[config.mk]
export PLATFORM = sky130hd
export DESIGN_NAME = smmf_ram
export DESIGN_NICKNAME = d
export VERILOG_FILES = /design/src/design/smmf_ram.sv
export SDC_FILE = /design/constraint.sdc
export NUM_CORES = 1
export LEC_CHECK = 0
export BUFFER_PORTS_ARGS = -buffer_cell sky130_fd_sc_hd__buf_4
export CAP_MARGIN = 20
export CORE_MARGIN = 1
export CORE_UTILIZATION = 60
export CTS_CLUSTER_SIZE = 16
export DETAILED_ROUTE_END_ITERATION = 8
export PLACE_DENSITY = 0.78
export SYNTH_ARGS = -nofsm -noshare
export SYNTH_HDL_FRONTEND = slang
export SYNTH_SLANG_ARGS = --single-unit
[constraint.sdc]
create_clock -name clk -period 2.7 [get_ports clk]
set_input_delay 0.405 -clock clk [delete_from_list [all_inputs] [get_ports clk]]
set_output_delay 0.405 -clock clk [all_outputs]
set_load 0.05 [all_outputs]
[src/design/smmf_ram.sv]
`default_nettype none
module smmf_ram #(
  parameter int WIDTH = 8,
  parameter int DEPTH = 16
) (
  input  wire logic                     clk,
  input  wire logic                     we,
  input  wire logic [$clog2(DEPTH)-1:0] waddr,
  input  wire logic [WIDTH-1:0]         wdata,
  input  wire logic [$clog2(DEPTH)-1:0] raddr,
  output logic      [WIDTH-1:0]         rdata
);

  logic [WIDTH-1:0] mem [DEPTH];

  always_ff @(posedge clk) begin
    if (we) begin
      mem[waddr] <= wdata;
    end
    rdata <= mem[raddr];
  end

endmodule
`default_nettype wire

==> reports/metrics.cfg <==
[floorplan]
io_pins=26
num_rows=33
core_um2=8260
initial_core_util_pct=62.3
fp.dieW_um=94.6
die_h_um=94.6
die-area_um2=8950

[routing]
drt_wl_total_um=10400
drc=0
antenna_left=0
viasPerCell=6.26
drtIter0Drc=224
dr.pass1.iters=5
detail_route.wl_per_cell_um=26.2
dr_total_vias=2478

[synthesis]
synth_seq_cells=136
synth_top_area_share_pct=74.7
yosysWarningCount=0
netlist_area_um2=5150
synth.distinct_cells=19
synthCells=229
synthesis.nets=247
ys_top_cells_by_area=edfxtp_1 (75%), mux4_2 (7.9%), mux4_1 (7.1%)
syn_area_per_cell_um2=22.5
ys_seq_area_share_pct=77.8
yosys.area.top_type=edfxtp_1

[worst_setup_path]
cp.depth=3
worstSetupStartpointType=input pin
path_buf_inv=1
cp_data_required_time_ps=2860
endpoint_kind=flop
critPathSlowestCell=nor2_1
reg2reg_from=mem[2][2]
worst-setup-path-type=input pin to flop
crit_path_start=waddr[2]
regToRegSetupSlack_ps=1250
crit_chain=buf_4 > or3b_2 > nor2_1
slowest_delay_ps=630
critical_path.endpoint=mem[1][3]
cpLargestDelayFamily=simple AND/OR/NAND/NOR gates
r2r_end=rdata[2]
crit_arrival_ps=1660
cp_max_fo=8
r2r_cells=3

[power]
power.density_nw_per_um2=859
p_leak_nw=2.13
ir_worst_vdd_v=0.000602

[layout]
fin_nets=296
insertedDiodeCount=0
syn2layout_area_growth_pct=20.3
drive_above_1_share_pct=30.9
layout_common_cells=edfxtp_1 (128), buf_4 (39), mux4_2 (18)
layout_commonest_cell=edfxtp_1

[global_routing]
antenna_found_initial=0
grt_pass1_wl_um=15300
grt_max_degree=33
grt_use_total_pct=26.5
grt_overflow_total=0
grt_pass1_vias=2510

[timing]
tightest_slew_ps=800
finClkSkew_ps=7.25
slew_viol_final=0
period_share_pct=55.5
finalSetupTns_ps=0
max_freq_mhz=667
slew_headroom_pct=46.5
setup_viol=0
finalWorstSetupSlack_ps=1200
fin_crit_ps=1500
finalHoldViolations=0
rsz0062_at_grt=no

[min_path]
hold_path_class=input pin to flop

[cts]
numCtsBuffers=17
clockBufferDepth=2
clk_pin_slew_ps=60
clk_latency_ps=530
post-cts-setup-buffer-count=0
ctsResizeCount=0
cts_max_level=4
numClockSinks=136
ctsHoldBuffers=0
root_buffer=clkbuf_8
tritoncts=yes

[flow_run]
maxCapViolations=0

[placed_design]
place_ws_ps=640
gp_congestion=0.799
portBuffers=25
dpl.hpwl_um=5880

[status]
status=finished, final reports clean

==> state kept, by name, indices dropped and copies added, names as in the netlist <==
register / flops
mem: 128
rdata: 8
==> synth_stat cells <==
| library cell | instances |
|---|---|
| edfxtp_1 | 128 |
| nand2b_1 | 2 |
| buf_6 | 3 |
| buf_4 | 1 |
| nand3_1 | 1 |
| nand3b_1 | 2 |
| mux4_2 | 18 |
| buf_2 | 3 |
| nand2_1 | 9 |
| and2_1 | 1 |
| clkdlybuf4s25_2 | 3 |
| and2b_1 | 1 |
| nor2b_1 | 1 |
| nor3_1 | 4 |
| mux4_1 | 14 |
| a22oi_1 | 16 |
| dfxtp_1 | 8 |
| or3b_2 | 1 |
| nor2_1 | 13 |
==> power by group <==
group          total (mW)  internal [mW]  switching [mW]
clock                2.67           1.83           0.843
sequential           2.38           2.36          0.0160
combinational       0.275          0.106           0.169
total                5.32           4.30            1.03
==> metal layers <==
metal / wire, um / track usage, %
met1: 4150 / 36.4
met3: 965 / 10.4
met4: 255 / 11.4
met2: 4990 / 38.1
met5: 0 / 0
==> worst min-delay path by stage <==
stage               startpoint         to  slack [ps]  depth (start not counted)
finish                wdata[1]  mem[1][1]         180                          1
global route          wdata[1]  mem[7][1]         150                          1
CTS                   wdata[1]  mem[2][1]         160                          1
detailed placement  mem[11][4]   rdata[4]         660                          3
global placement    mem[11][4]   rdata[4]         650                          3
floorplan             wdata[0]  mem[0][0]         500                          0
==> kinds of logic after synthesis <==
logic type      count (synthesis)  synth area share [%]
simple gates                   35                  3.18
buf+inv                        10                  1.68
mux                            32                  15.0
compound gates                 16                  2.33
flops                         136                  77.8
==> through the flow <==
| stage | cell area [um2] | util (%) | std cells | hold slack (ps) | power (mW) |
|---|---|---|---|---|---|
| finish | 6190 | 75.0 | 396 | 176 | 5.32 |
| global route | 6190 | 75.0 | 396 | 154 | 5.48 |
| CTS | 6190 | 75.0 | 396 | 159 | 5.36 |
| detailed placement | 5510 | 66.7 | 364 | 664 | 2.69 |
| global placement | 5510 | 66.7 | 364 | 653 | 2.68 |
| floorplan | 5150 | - | 229 | 504 | 2.58 |
==> cell type report <==
| type | instances | area (um2) |
|---|---|---|
| clock buffers | 20 | 445 |
| clock inverters | 12 | 244 |
| fillers | 456 | 2060 |
| multi-input cells | 83 | 1060 |
| flip-flops and latches | 136 | 4000 |
| well taps | 105 | 131 |
| repair buffers | 40 | 313 |
Power figures use the tool's default switching activity.
